### src/rtl/mtc_pkg.sv
`timescale 1ns / 1ps
// ----------------------------------------------------------------------------
// mtc_pkg
// Shared types and constants for the missing-tooth crank synchronizer.
// ----------------------------------------------------------------------------
package mtc_pkg;

  // field widths
  localparam int TIME_W  = 16;
  localparam int STAMP_W = 32;
  localparam int CNT_W   = 8;
  localparam int TOTAL_W = 16;

  // register reset value
  localparam logic [CNT_W-1:0] EDGES_PER_CYCLE_RST = 8'd70;

  // bit of the capture value that tells whether the overflow came before it
  localparam int OVF_TEST_BIT = 15;

  // request queue between front and back
  localparam int QUEUE_DEPTH = 2;
  localparam int QUEUE_PTR_W = 1;
  localparam int QUEUE_CNT_W = 2;

  // classified edge as passed from front to back
  typedef struct packed {
    logic [STAMP_W-1:0] period;
    logic               rising;
    logic               started;
  } mtc_evt_t;

  // queue status toward the front and back
  typedef struct packed {
    logic full;
    logic not_empty;
  } mtc_q_stat_t;

endpackage

### src/rtl/missing_tooth_crank_sync_top.sv
`timescale 1ns / 1ps
// ----------------------------------------------------------------------------
// missing_tooth_crank_sync_top
// Missing-tooth crank wheel decoder: timestamps each edge, measures periods
// and tooth times, and tracks sync position against the missing-tooth gap.
// ----------------------------------------------------------------------------
//
//  channel  handshake            payload
//  -------  -------------------  ---------------------------------------------
//  in       in_valid / in_stall  edge_time, overflow_pending, extension_count,
//                                pin_level
//  out      out_valid/out_stall  sync_position, gap_found, lost_sync,
//                                edge_period, tooth_time, teeth_seen
//  cfg      cfg_valid/cfg_ready  cfg_data (edges_per_cycle)
//
// one edge request per cycle sustained while in_stall is low; each result passes
// through a queue entry and then the result register before it is valid.
// the front period subtract and the back tooth add and window compares are each
// combinational; the two-entry queue absorbs a stall of the output side.
// reset is synchronous; cfg_ready is always high.
// in_stall is the queue full flag; the queue fills only while the result is held.
// ----------------------------------------------------------------------------
module missing_tooth_crank_sync_top
  import mtc_pkg::*;
(
  input  logic               clk,
  input  logic               rst,
  input  logic               in_valid,
  output logic               in_stall,
  input  logic [TIME_W-1:0]  edge_time,
  input  logic               overflow_pending,
  input  logic [TIME_W-1:0]  extension_count,
  input  logic               pin_level,
  input  logic               cfg_valid,
  output logic               cfg_ready,
  input  logic [CNT_W-1:0]   cfg_data,
  output logic               out_valid,
  input  logic               out_stall,
  output logic [CNT_W-1:0]   sync_position,
  output logic               gap_found,
  output logic               lost_sync,
  output logic [STAMP_W-1:0] edge_period,
  output logic [STAMP_W-1:0] tooth_time,
  output logic [TOTAL_W-1:0] teeth_seen
);

  mtc_evt_t    front_evt;
  mtc_evt_t    head_evt;
  mtc_q_stat_t q_stat;
  logic        accept;
  logic        pop;

  assign in_stall  = q_stat.full;
  assign accept    = in_valid && !q_stat.full;
  assign cfg_ready = 1'b1;

  // front: timestamp and period
  mtc_front u_front (
    .clk              (clk),
    .rst              (rst),
    .accept           (accept),
    .edge_time        (edge_time),
    .overflow_pending (overflow_pending),
    .extension_count  (extension_count),
    .pin_level        (pin_level),
    .evt              (front_evt)
  );

  // request queue
  mtc_queue u_queue (
    .clk       (clk),
    .rst       (rst),
    .push      (accept),
    .push_data (front_evt),
    .pop       (pop),
    .head      (head_evt),
    .stat      (q_stat)
  );

  // back: sync checks and result register
  mtc_back u_back (
    .clk           (clk),
    .rst           (rst),
    .cfg_valid     (cfg_valid),
    .cfg_data      (cfg_data),
    .evt           (head_evt),
    .evt_valid     (q_stat.not_empty),
    .evt_pop       (pop),
    .out_valid     (out_valid),
    .out_stall     (out_stall),
    .sync_position (sync_position),
    .gap_found     (gap_found),
    .lost_sync     (lost_sync),
    .edge_period   (edge_period),
    .tooth_time    (tooth_time),
    .teeth_seen    (teeth_seen)
  );

endmodule

### src/rtl/mtc_front.sv
`timescale 1ns / 1ps
// ----------------------------------------------------------------------------
// mtc_front
// Builds the 32-bit timestamp, measures the period since the last edge and
// tags each request with its edge direction and start-up status.
// ----------------------------------------------------------------------------
module mtc_front
  import mtc_pkg::*;
(
  input  logic               clk,
  input  logic               rst,
  input  logic               accept,
  input  logic [TIME_W-1:0]  edge_time,
  input  logic               overflow_pending,
  input  logic [TIME_W-1:0]  extension_count,
  input  logic               pin_level,
  output mtc_evt_t           evt
);

  logic [STAMP_W-1:0] previous_timestamp;
  logic               started;
  logic [TIME_W-1:0]  stamp_high;
  logic [STAMP_W-1:0] stamp;
  logic [STAMP_W-1:0] period;

  // high word, bumped when the overflow landed before this capture
  always_comb begin
    if (overflow_pending && !edge_time[OVF_TEST_BIT]) begin
      stamp_high = extension_count + TIME_W'(1);
    end else begin
      stamp_high = extension_count;
    end
    stamp = {stamp_high, edge_time};
  end

  // period with the wrap formula: an equal stamp gives all ones
  always_comb begin
    if (stamp > previous_timestamp) begin
      period = stamp - previous_timestamp;
    end else begin
      period = stamp + ~previous_timestamp;
    end
  end

  assign evt.period  = period;
  assign evt.rising  = pin_level;
  assign evt.started = started;

  // timestamp history and start-up flag
  always_ff @(posedge clk) begin
    if (rst) begin
      previous_timestamp <= '0;
      started            <= 1'b0;
    end else if (accept) begin
      previous_timestamp <= stamp;
      started            <= (period != '0);
    end
  end

endmodule

### src/rtl/mtc_queue.sv
`timescale 1ns / 1ps
// ----------------------------------------------------------------------------
// mtc_queue
// Two-entry request queue that decouples the front from the back.
// ----------------------------------------------------------------------------
module mtc_queue
  import mtc_pkg::*;
(
  input  logic        clk,
  input  logic        rst,
  input  logic        push,
  input  mtc_evt_t    push_data,
  input  logic        pop,
  output mtc_evt_t    head,
  output mtc_q_stat_t stat
);

  mtc_evt_t               slots [QUEUE_DEPTH];
  logic [QUEUE_PTR_W-1:0] wr_ptr;
  logic [QUEUE_PTR_W-1:0] rd_ptr;
  logic [QUEUE_CNT_W-1:0] count;

  assign stat.full      = (count == QUEUE_CNT_W'(QUEUE_DEPTH));
  assign stat.not_empty = (count != '0);
  assign head           = slots[rd_ptr];

  // pointers and fill count
  always_ff @(posedge clk) begin
    if (rst) begin
      wr_ptr <= '0;
      rd_ptr <= '0;
      count  <= '0;
    end else begin
      if (push) begin
        wr_ptr <= wr_ptr + QUEUE_PTR_W'(1);
      end
      if (pop) begin
        rd_ptr <= rd_ptr + QUEUE_PTR_W'(1);
      end
      if (push && !pop) begin
        count <= count + QUEUE_CNT_W'(1);
      end else if (pop && !push) begin
        count <= count - QUEUE_CNT_W'(1);
      end
    end
  end

  // entry storage
  always_ff @(posedge clk) begin
    if (push) begin
      slots[wr_ptr] <= push_data;
    end
  end

  a_no_overfill: assert property (@(posedge clk) disable iff (rst)
    stat.full |-> !(push && !pop))
    else $error("queue push while full");

  a_no_underrun: assert property (@(posedge clk) disable iff (rst)
    pop |-> stat.not_empty)
    else $error("queue pop while empty");

endmodule

### src/rtl/mtc_back.sv
`timescale 1ns / 1ps
// ----------------------------------------------------------------------------
// mtc_back
// Runs the tooth-time and edge-parity sync checks on each queued request and
// holds the result in an output register.
// ----------------------------------------------------------------------------
module mtc_back
  import mtc_pkg::*;
(
  input  logic               clk,
  input  logic               rst,
  input  logic               cfg_valid,
  input  logic [CNT_W-1:0]   cfg_data,
  input  mtc_evt_t           evt,
  input  logic               evt_valid,
  output logic               evt_pop,
  output logic               out_valid,
  input  logic               out_stall,
  output logic [CNT_W-1:0]   sync_position,
  output logic               gap_found,
  output logic               lost_sync,
  output logic [STAMP_W-1:0] edge_period,
  output logic [STAMP_W-1:0] tooth_time,
  output logic [TOTAL_W-1:0] teeth_seen
);

  logic [CNT_W-1:0]   edges_per_cycle;
  logic [STAMP_W-1:0] low_phase_time;
  logic [STAMP_W-1:0] previous_tooth_time;
  logic [STAMP_W-1:0] gap_lo;
  logic [STAMP_W-1:0] gap_hi;
  logic [CNT_W-1:0]   edge_counter;
  logic [TOTAL_W-1:0] edge_total;

  logic [STAMP_W-1:0] tooth;
  logic [STAMP_W-1:0] half;
  logic [STAMP_W-1:0] twice;
  logic [CNT_W-1:0]   counter_next;
  logic [CNT_W-1:0]   counter_inc;
  logic [TOTAL_W-1:0] total_next;
  logic               gap_next;
  logic               clear_next;
  logic               gap_window;
  logic               tooth_window;

  // result register frees up when empty or being taken
  assign evt_pop = evt_valid && (!out_valid || !out_stall);

  assign tooth        = evt.period + low_phase_time;
  assign half         = previous_tooth_time >> 1;
  assign twice        = previous_tooth_time << 1;
  assign gap_window   = (tooth > gap_lo) && (tooth < gap_hi);
  assign tooth_window = (tooth > half) && (tooth < twice);
  assign counter_inc  = edge_counter + CNT_W'(1);
  assign total_next   = edge_total + TOTAL_W'(1);

  // sync counter update
  always_comb begin
    counter_next = edge_counter;
    gap_next     = 1'b0;
    clear_next   = 1'b0;
    if (evt.started) begin
      if (evt.rising) begin
        priority if (edge_counter == '0 || edge_counter == edges_per_cycle) begin
          if (gap_window) begin
            counter_next = CNT_W'(1);
            gap_next     = 1'b1;
          end else begin
            counter_next = '0;
            clear_next   = 1'b1;
          end
        end else if (edge_counter == CNT_W'(2) ||
                     (!edge_counter[0] && tooth_window)) begin
          counter_next = counter_inc;
        end else begin
          counter_next = '0;
          clear_next   = 1'b1;
        end
      end else begin
        if (edge_counter[0]) begin
          counter_next = counter_inc;
        end else begin
          counter_next = '0;
          clear_next   = 1'b1;
        end
      end
    end
  end

  // config register
  always_ff @(posedge clk) begin
    if (rst) begin
      edges_per_cycle <= EDGES_PER_CYCLE_RST;
    end else if (cfg_valid) begin
      edges_per_cycle <= cfg_data;
    end
  end

  // decoder state, gap limits kept ready for the next rising edge
  always_ff @(posedge clk) begin
    if (rst) begin
      low_phase_time      <= '0;
      previous_tooth_time <= '0;
      gap_lo              <= '0;
      gap_hi              <= '0;
      edge_counter        <= '0;
      edge_total          <= '0;
    end else if (evt_pop) begin
      edge_counter <= counter_next;
      edge_total   <= total_next;
      if (evt.started) begin
        if (evt.rising) begin
          previous_tooth_time <= tooth;
          gap_lo              <= tooth + (tooth >> 1);
          gap_hi              <= (tooth << 1) + (tooth >> 1);
        end else begin
          low_phase_time <= evt.period;
        end
      end
    end
  end

  // result valid
  always_ff @(posedge clk) begin
    if (rst) begin
      out_valid <= 1'b0;
    end else if (evt_pop) begin
      out_valid <= 1'b1;
    end else if (!out_stall) begin
      out_valid <= 1'b0;
    end
  end

  // result payload
  always_ff @(posedge clk) begin
    if (evt_pop) begin
      sync_position <= counter_next;
      gap_found     <= gap_next;
      lost_sync     <= clear_next && (edge_counter != '0);
      edge_period   <= evt.period;
      tooth_time    <= (evt.started && evt.rising) ? tooth : previous_tooth_time;
      teeth_seen    <= total_next;
    end
  end

  a_gap_sets_one: assert property (@(posedge clk) disable iff (rst)
    out_valid && gap_found |-> sync_position == CNT_W'(1))
    else $error("gap result without counter at one");

  a_lost_is_zero: assert property (@(posedge clk) disable iff (rst)
    out_valid && lost_sync |-> sync_position == '0 && !gap_found)
    else $error("lost sync result with nonzero counter");

  a_result_holds: assert property (@(posedge clk) disable iff (rst)
    out_valid && out_stall |=> out_valid && $stable(teeth_seen))
    else $error("stalled result changed");

  a_count_steps: assert property (@(posedge clk) disable iff (rst)
    evt_pop |=> teeth_seen == edge_total)
    else $error("edge total out of step with result");

endmodule
### config.mk
export PLATFORM = sky130hd
export DESIGN_NAME = missing_tooth_crank_sync_top
export DESIGN_NICKNAME = d
export VERILOG_FILES = /design/src/rtl/mtc_pkg.sv /design/src/rtl/missing_tooth_crank_sync_top.sv /design/src/rtl/mtc_front.sv /design/src/rtl/mtc_queue.sv /design/src/rtl/mtc_back.sv
export SDC_FILE = /design/constraint.sdc
export NUM_CORES = 1
export LEC_CHECK = 0
export BUFFER_PORTS_ARGS = -buffer_cell sky130_fd_sc_hd__buf_2
export CAP_MARGIN = 20
export CELL_PAD_IN_SITES_DETAIL_PLACEMENT = 0
export CELL_PAD_IN_SITES_GLOBAL_PLACEMENT = 1
export CORE_ASPECT_RATIO = 1.4
export CORE_MARGIN = 5
export CORE_UTILIZATION = 52
export CTS_CLUSTER_DIAMETER = 40
export DETAILED_ROUTE_END_ITERATION = 6
export GPL_TIMING_DRIVEN = 0
export PLACE_DENSITY_LB_ADDON = 0.1
export RECOVER_POWER = 100
export SLEW_MARGIN = 0
export SYNTH_ARGS = -nofsm -noshare
export SYNTH_HDL_FRONTEND = slang
export SYNTH_SLANG_ARGS = --single-unit
### constraint.sdc
create_clock -name clk -period 11.02 [get_ports clk]
set_input_delay 0.551 -clock clk [delete_from_list [all_inputs] [get_ports clk]]
set_output_delay 0.551 -clock clk [all_outputs]
set_load 0.02 [all_outputs]
# Word-level counts from Yosys, hierarchy flattened
# Memory sizes are Yosys's and may differ from the RTL's. A register that Yosys moved wholly into a read port is not among the register bits.
# Cells that the tools add are included.
[totals]
regBits = 288
latch_bits = 0
mem_bits_rw = 68
romBits = 0
inputBits = 47
output_inout_bits = 93
wordCells = 95
n_memories = 1
[mem_list]
columns = ["memory", "words", "word_bits", "read_ports", "rd_clocked_by_memory_dff", "wr", "line_no", "rtl"]
rows = [
  ["u_queue.slots", 2, 34, 1, 1, 1, "mtc_queue.sv:18", "mtc_evt_t slots [QUEUE_DEPTH];"],
]
[op_classes]
add_sub_neg = 12
multipliers = 0
div_mod_pow = 0
order_cmp = 5
eq_ne = 4
shift = 0
mux = 24
n_bitwise = 2
n_reduce_logical = 28
[op_table]
columns = ["operator", "count"]
rows = [
  ["adder 32 x 31 -> 32 bit", 2],
  ["adder 32 bit", 2],
  ["greater-than comparator 32 bit", 2],
  ["< comparator 32 bit", 2],
  ["two-way mux 32 bit", 2],
  ["two-way mux 8 bit", 5],
  ["adder 16 x 1 -> 16 bit (second input constant)", 2],
  ["greater-than comparator 32 x 31 -> 1 bit", 1],
  ["NOT 32 bit", 1],
  ["nonzero test 32 bit", 1],
  ["subtractor 32 bit", 1],
  ["two-way mux 16 bit", 1],
  ["two-way mux 1 bit", 14],
  ["logical AND 1 bit", 10],
  ["AND reduction 3 bit", 3],
  ["adder 8 x 1 -> 8 bit (second input constant)", 1],
  ["equality test 8 x 2 -> 1 bit (second input constant)", 1],
  ["equality test 8 bit", 1],
  ["logical NOT 8 bit", 1],
  ["nonzero test 8 bit", 1],
  ["logical NOT 1 bit", 7],
  ["two-way mux 2 bit", 2],
  ["nonzero test 2 bit", 2],
  ["logical OR 1 bit", 3],
  ["other kinds (6)", 7],
]

# Longest topological paths before layout
# Gate-level depths: netlist of the first run.
[logic_depth]
word_depth = 10
ltp_mapped = 33
ltp_nobuf = 31

# By module
# Synthesis of the first run repeated with hierarchy kept, for this count alone.
[unflattened]
hier_cells = 2642
area_unflattened_um2 = 23577.6
[by_module_without_submodules]
columns = ["module", "n_inst", "cells_per_inst", "area_per_inst_um2", "seq_area_each_um2"]
rows = [
  ["mtc_back", 1, 1952, 16768.6, 5905.7],
  ["mtc_front", 1, 559, 4121.5, 660.6],
  ["mtc_queue", 1, 128, 2662.6, 2142.1],
  ["missing_tooth_crank_sync_top", 1, 3, 25.0, 0.0],
]

# Worst setup path after synthesis of the first run
# No wires, ideal clock.
[synth_timing]
path_kind = "register to register"
start = "register (tool-made name)"
end = "register u_back.gap_lo[31]"
setup_ps = 125
arrival_time_ps = 6783
t_required_ps = 10895
path_slack_ps = 4112
stages_incl_launch_ff = 30
n_path_buf = 2
path_cell_list = "dfxtp_1 > clkbuf_1 > buf_1 > mux2_2 > ha_1 > a21o_1 > a21oi_1 > nor2b_1 > a31o_2 > a211o_1 > o31a_1 > a41o_1 > o41a_1 > nand2b_1 > xor2_1 > ha_1 > a21o_1 > a21o_1 > a21o_1 > a221o_1 > nor3_1 > nor2_1 > a41oi_1 > o21ai_0 > a21o_1 > a21oi_1 > o21bai_1 > a21oi_1 > xor2_1 > o21ai_0"
[synth_rtl]
columns = ["element", "line_no", "rtl"]
rows = [
  ["end signal: assignment", "mtc_back.sv:114", "gap_lo <= tooth + (tooth >> 1);"],
  ["end: declaration", "mtc_back.sv:30", "logic [STAMP_W-1:0] gap_lo;"],
]

==> results.cfg, run 1 <==
[status]
status = finished with violations
violations = max-capacitance violations, max-slew violations

[timing]
finClkSkew_ns = 0.0151
hold_viol = 0
final.setup.tns_ns = 0
setup_viol = 0
final.min_clock_period_ns = 9.08
fin_crit_sh_pct = 82.4
fmax_mhz = 110
max_slew_margin_pct = -91.8
tightestPinTransition_ns = 2.87
rsz0062_at_grt = false
slew_violations = 174

[global_route]
busiest_layer = met2
grt_pass1_wl_um = 99100
met1_usage_pct = 30.0
grt_antenna_before_repair = 0
track_usage_pct = 26.2
grt_pass1_vias = 18600
grt_max_degree = 40
overflow = 0
met3_usage_pct = 3.38
grtUsageMet2_pct = 48.7

[layout]
antenna_cells = 0
area_growth_pct = 13.6
drive_gt1_share_pct = 5.87
finalNetCount = 2990

[logic_synthesis]
syn_area_mm2 = 0.0224
synth-edff-count = 158
yosys.area_share.xor_xnor_pct = 6.36
yosysWarnings = 0
synth_ff_type = dfxtp_1
synth_adder_area_share_pct = 14.7
synth-simple-area-share_pct = 15.1
yosysUniqueCellTypes = 76
postSynthCellCount = 2468
syn_avg_cell_area_um2 = 9.10
synthArstFlopShare_pct = 0
mappedNetlistNets = 2776
synthMuxAreaShare_pct = 3.54
ys_ff_latch = 356
synth_compound_area_share_pct = 17.0
seq_area_frac_synth_pct = 38.8
synth_top_family_by_area = compound AO/OA/AOI/OAI gates

[run]
maxCapViolations = 5

[clocking]
clk_latency_ns = 0.58
cts-root-buf = clkbuf_16
cts_sinks = 356
cts.repair.resized = 0
cts_setup_buffers = 0
clk_pin_slew_ns = 0.06
cts_hold_buf = 0
cts_made_buffers = 51
cts_buffer_depth = 3
ctsHtreeMaxLevel = 2
cts_tree = done

[routing]
dr.pass1.iters = 5
routed_wirelength_um = 62500
drt_iter0_markers = 955
viasPerCell = 5.63
vias = 18400
wl_per_cell_um = 19.1
drtAntennaViolNets = 0
drc_errors = 0

[floorplanning]
coreArea_mm2 = 0.0429
dieArea_mm2 = 0.0475
ios = 140
initial_core_util_pct = 52.3
rows = 90
die_h_um = 256
die_x_um = 186

[critical_path]
worstPathMaxFanout = 10
cp_data_required_time_ns = 11.36
cp_slowest_stage_delay_ns = 0.92
arrival_ns = 9.42
worstSetupEndpointType = register
critical_path_class = reg -> reg
startpoint_type = register
critPathSlowestCell = nor4_1

[place]
port_buffers = 138
hpwlAfterDp_um = 48400
place_congestion = 0.913

[hold_path]
hp-class = in -> reg
logic make-up (layout without fill, tap and decap cells):
group / Yosys count / after routing
other cells: 1 / 1
simple gates: 726 / 726
mux: 75 / 75
flops: 356 / 356
compound gates: 619 / 619
buf+inv: 267 / 523
xor+xnor: 163 / 163
fa+ha+maj: 261 / 261
area by class of cell:
class / instances / area [um^2]
Inverter: 184 / 691
Multi-Input combinational cell: 1845 / 12700
Clock buffer: 57 / 1350
Sequential cell: 356 / 8710
Tap cell: 552 / 691
Buffer: 83 / 323
Clock inverter: 38 / 363
Timing Repair Buffer: 161 / 663
Fill cell: 3957 / 17400
cells in the mapped netlist (36+ instances only):
cell type / number / area [um^2]
nand2_1: 293 / 1100
ha_1: 256 / 3200
a21oi_1: 219 / 1100
dfxtp_1: 198 / 3960
inv_1: 182 / 683
nor2_1: 181 / 679
edfxtp_1: 158 / 4740
o21ai_0: 139 / 696
xnor2_1: 86 / 753
a21o_1: 81 / 608
xor2_1: 77 / 674
clkbuf_1: 70 / 263
nand4_1: 42 / 263
mux2i_1: 39 / 390
mux2_2: 36 / 405
layout by cell type (no fill, tap or decap), drive strengths merged, types with 23 or more instances in the layout:
cell type	instances
nand3	28
buf	53
xnor2	86
a21o	81
edfxtp	158
o21a	23
mux2i	39
xor2	77
nor3	26
a211oi	33
a21oi	219
and3	28
clkbuf	248
mux2	36
nand2b	33
nor2	181
inv	196
o21ai	144
dfxtp	198
nand4	42
nor2b	30
nand2	293
ha	256
metal layers:
layer  part of all wire [%]  up-vias  wire, um
met2                     52      322     32800
met3                    3.1      121      1960
met4                    4.3        0      2710
met1                     40     8781     25000
li1                       -     9218         -
met5                      0        -         0
path summary, 6_finish.rpt:
path,cells after the start,start,to,slack [ns]
setup reg to reg,28,register,u_back.lost_sync,1.94
setup / recovery,28,register,u_back.lost_sync,1.94
hold / removal,1,pin_level,u_queue.slots[1][1],0.16
hold reg to reg,2,u_back.gap_hi[18],u_back.gap_hi[18],0.45
worst max-delay path, delay by kind of cell (launching register included):
kind                     cells  cell delay, ns
AO/OA/AOI/OAI               15            3.79
AND/OR/NAND/NOR              5            1.76
flip-flops                   1            0.30
multiplexers                 1            0.53
adder cells (fa/ha/maj)      2            0.54
buffers and inverters        4            1.68
XOR/XNOR                     1            0.22
registers in the layout, indices dropped and copies added (netlist names), named ones only:
register / flops
u_back.sync_position: 8
u_back.lost_sync: 1
u_back.gap_found: 1
u_queue.slots: 68
u_queue.wr_ptr: 1
u_back.gap_lo: 32
u_front.started: 1
u_back.gap_hi: 32
u_back.edge_total: 16
u_back.edges_per_cycle: 8
u_back.low_phase_time: 32
u_back.edge_counter: 8
u_back.teeth_seen: 16
u_back.edge_period: 32
u_front.previous_timestamp: 32
u_back.out_valid: 1
u_back.tooth_time: 32
u_queue.rd_ptr: 1
u_queue.count: 2
u_back.previous_tooth_time: 31
per-stage QoR:
stage	util, %	area [um^2]	setup WS [ns]	cells	hold slack (ns)
global route	59.5	25500	1.50	3276	0.126
finish	59.5	25500	1.94	3276	0.162
CTS	59.8	25600	2.14	3262	0.125
detailed placement	55.8	23900	2.14	3167	0.444
floorplan	-	22400	4.11	2468	0.425
global placement	55.5	23800	2.19	3158	0.436
Power of run 1 is not shown: default switching activity piles up to over one toggle a cycle in this logic, so the estimate is an artifact.
==> run 2, diff against run 1 <==
ABC_AREA = 1   (was not set)
CORE_UTILIZATION = 42   (was 52)
clock period = 7.5 ns   (was 11.02 ns; I/O delays follow)
==> results.cfg, run 2 <==
[critical_path]
startpoint_type = register
arrival_ns = 7.50
critical_path_class = reg -> reg
worstPathMaxFanout = 10
worstSetupEndpointType = register
cp_data_required_time_ns = 7.84

[floorplanning]
die_h_um = 296
ios = 140
rows = 104
die_x_um = 214
coreArea_mm2 = 0.0576
dieArea_mm2 = 0.0632
initial_core_util_pct = 42.4

[clocking]
ctsHtreeMaxLevel = 2
cts_setup_buffers = 0
clk_pin_slew_ns = 0.06
cts.repair.resized = 0
cts_tree = done
cts-root-buf = clkbuf_16
cts_made_buffers = 51
cts_sinks = 356
clk_latency_ns = 0.61
cts_buffer_depth = 3
cts_hold_buf = 9

[routing]
drtAntennaViolNets = 0
drc_errors = 2
viasPerCell = 5.27
routed_wirelength_um = 87600
wl_per_cell_um = 20.6
dr.pass1.iters = 7
drt_iter0_markers = 1148
vias = 22500

[timing]
slew_violations = 267
finClkSkew_ns = 0.0289
hold_viol = 0
rsz0062_at_grt = false
setup_viol = 0
final.min_clock_period_ns = 7.16
final.setup.tns_ns = 0
max_slew_margin_pct = -121
fin_crit_sh_pct = 95.5
fmax_mhz = 140
tightestPinTransition_ns = 3.32

[logic_synthesis]
yosys-top-cells-area = edfxtp_1, dfxtp_1, ha_1
syn_avg_cell_area_um2 = 7.51
yosysMostFrequentCell = nand2_1
syn_area_mm2 = 0.0245
yosysWarnings = 0
synthArstFlopShare_pct = 0
synth_ff_type = dfxtp_1
synth_top_area_share_pct = 19.4
synth_largest_area_cell = edfxtp_1
ys_ff_latch = 356
synth-edff-count = 158
postSynthCellCount = 3258
seq_area_frac_synth_pct = 35.6
ys_top_cells_by_count = nand2_1, inv_1, a21oi_1, o21ai_0, ha_1
yosysUniqueCellTypes = 55
mappedNetlistNets = 3566

[layout]
largest_register = u_queue.slots
drive_gt1_share_pct = 4.63
layout_commonest_cell = nand2_1
area_growth_pct = 13.7
largest_register_ff_count = 68
layout_common_cells = nand2_1, inv_1, a21oi_1, o21ai_0, ha_1
num-fill-cells = 5900
finalNetCount = 3784

[status]
violations = design-rule violations, max-capacitance violations, max-slew violations
status = finished with violations

[global_route]
overflow = 0
grt_antenna_before_repair = 1
grt_pass1_vias = 22900
grt_max_degree = 54
track_usage_pct = 27.0
grt_pass1_wl_um = 131000

[run]
maxCapViolations = 13

[place]
hpwlAfterDp_um = 72000
port_buffers = 136
place_congestion = 0.979

[hold_path]
hp-class = in -> reg
## run 2: cell count changes in the layout (fill, tap and decap cells not counted), sizes merged, moves of 33 or more
cell,change
nand2b,-33
nor2,+54
mux2i,-39
a21o,-68
inv,+287
mux2,-35
a21oi,+158
o21ai,+137
nand2,+404
nand3,+92
xnor2,-44
xor2,+48
## run 2: layer usage
layer  GRT usage (%)  vias up  routed length, um  part of all wire [%]
met5               0        -                  0                     0
met3            2.83      198               2540                   2.9
met1            26.2    10500              31300                    36
met2            55.0      463              48200                    55
li1                -    11300                  -                     -
met4            15.3        0               5650                   6.4
## run 2: cell type report
type,instances,area [um^2],area share [%]
repair buffers,165,790,2.84
diodes,1,2.50,0.00900
inverters,470,1760,6.34
plain buffers,89,354,1.27
flip-flops and latches,356,8710,31.3
clock buffers,60,1310,4.71
clock inverters,36,347,1.25
multi-input cells,2343,13600,48.9
well taps,742,928,3.34
## run 2: cells by family (layout without fill, tap and decap cells)
family,count (synthesis),count (layout),share of synthesized area [%]
compound gates,777,777,17.2
xor+xnor,167,167,5.98
fa+ha+maj,261,261,13.5
buf+inv,559,820,8.75
flops,356,356,35.6
mux,1,1,0.0460
other cells,1,2,0.0153
simple gates,1136,1136,18.9
## run 2: path summary, 6_finish.rpt
check | startpoint | end | slack, ns | cells after the start
min | out_stall | u_back.out_valid | 0.07 | 3
max | register | u_back.sync_position[0] | 0.34 | 25
min reg2reg | u_front.previous_timestamp[8] | u_front.previous_timestamp[8] | 0.45 | 2
max reg2reg | register | u_back.sync_position[0] | 0.34 | 25
## run 2: through the flow
stage	area [um^2]	util [%]	hold WS [ns]	worst slack (ns)	std cells
final	27800	48.3	0.0656	0.339	4262
after global routing	27800	48.3	0.0459	0.0351	4262
after CTS	28200	48.9	0.0301	0.380	4261
after detailed placement	26400	45.8	0.443	0.395	4156
after global placement	26100	45.2	0.431	0.0703	4136
after floorplan	24500	-	0.420	2.57	3258
## run 2: critical path, cell delays in order (launching register included)
cell      delay [ns]
dfxtp_1         0.30
buf_2           0.25
inv_2           0.16
or2_2           0.29
o21ai_0         0.17
inv_1           0.16
ha_1            0.32
nand2_1         0.05
nand2_1         0.06
o21ai_0         0.12
o21ai_1         0.23
a21boi_1        0.17
o21ai_1         0.50
a21oi_1         0.19
xnor2_1         1.24
ha_1            0.46
nand2_1         0.08
nor2_1          0.04
a211oi_1        0.29
o221ai_1        0.17
a21boi_0        0.82
a21oi_1         0.29
nand3_1         0.25
nand2_1         0.08
inv_1           0.07
nand2_1         0.10
Power of run 2 is left out for the same reason.
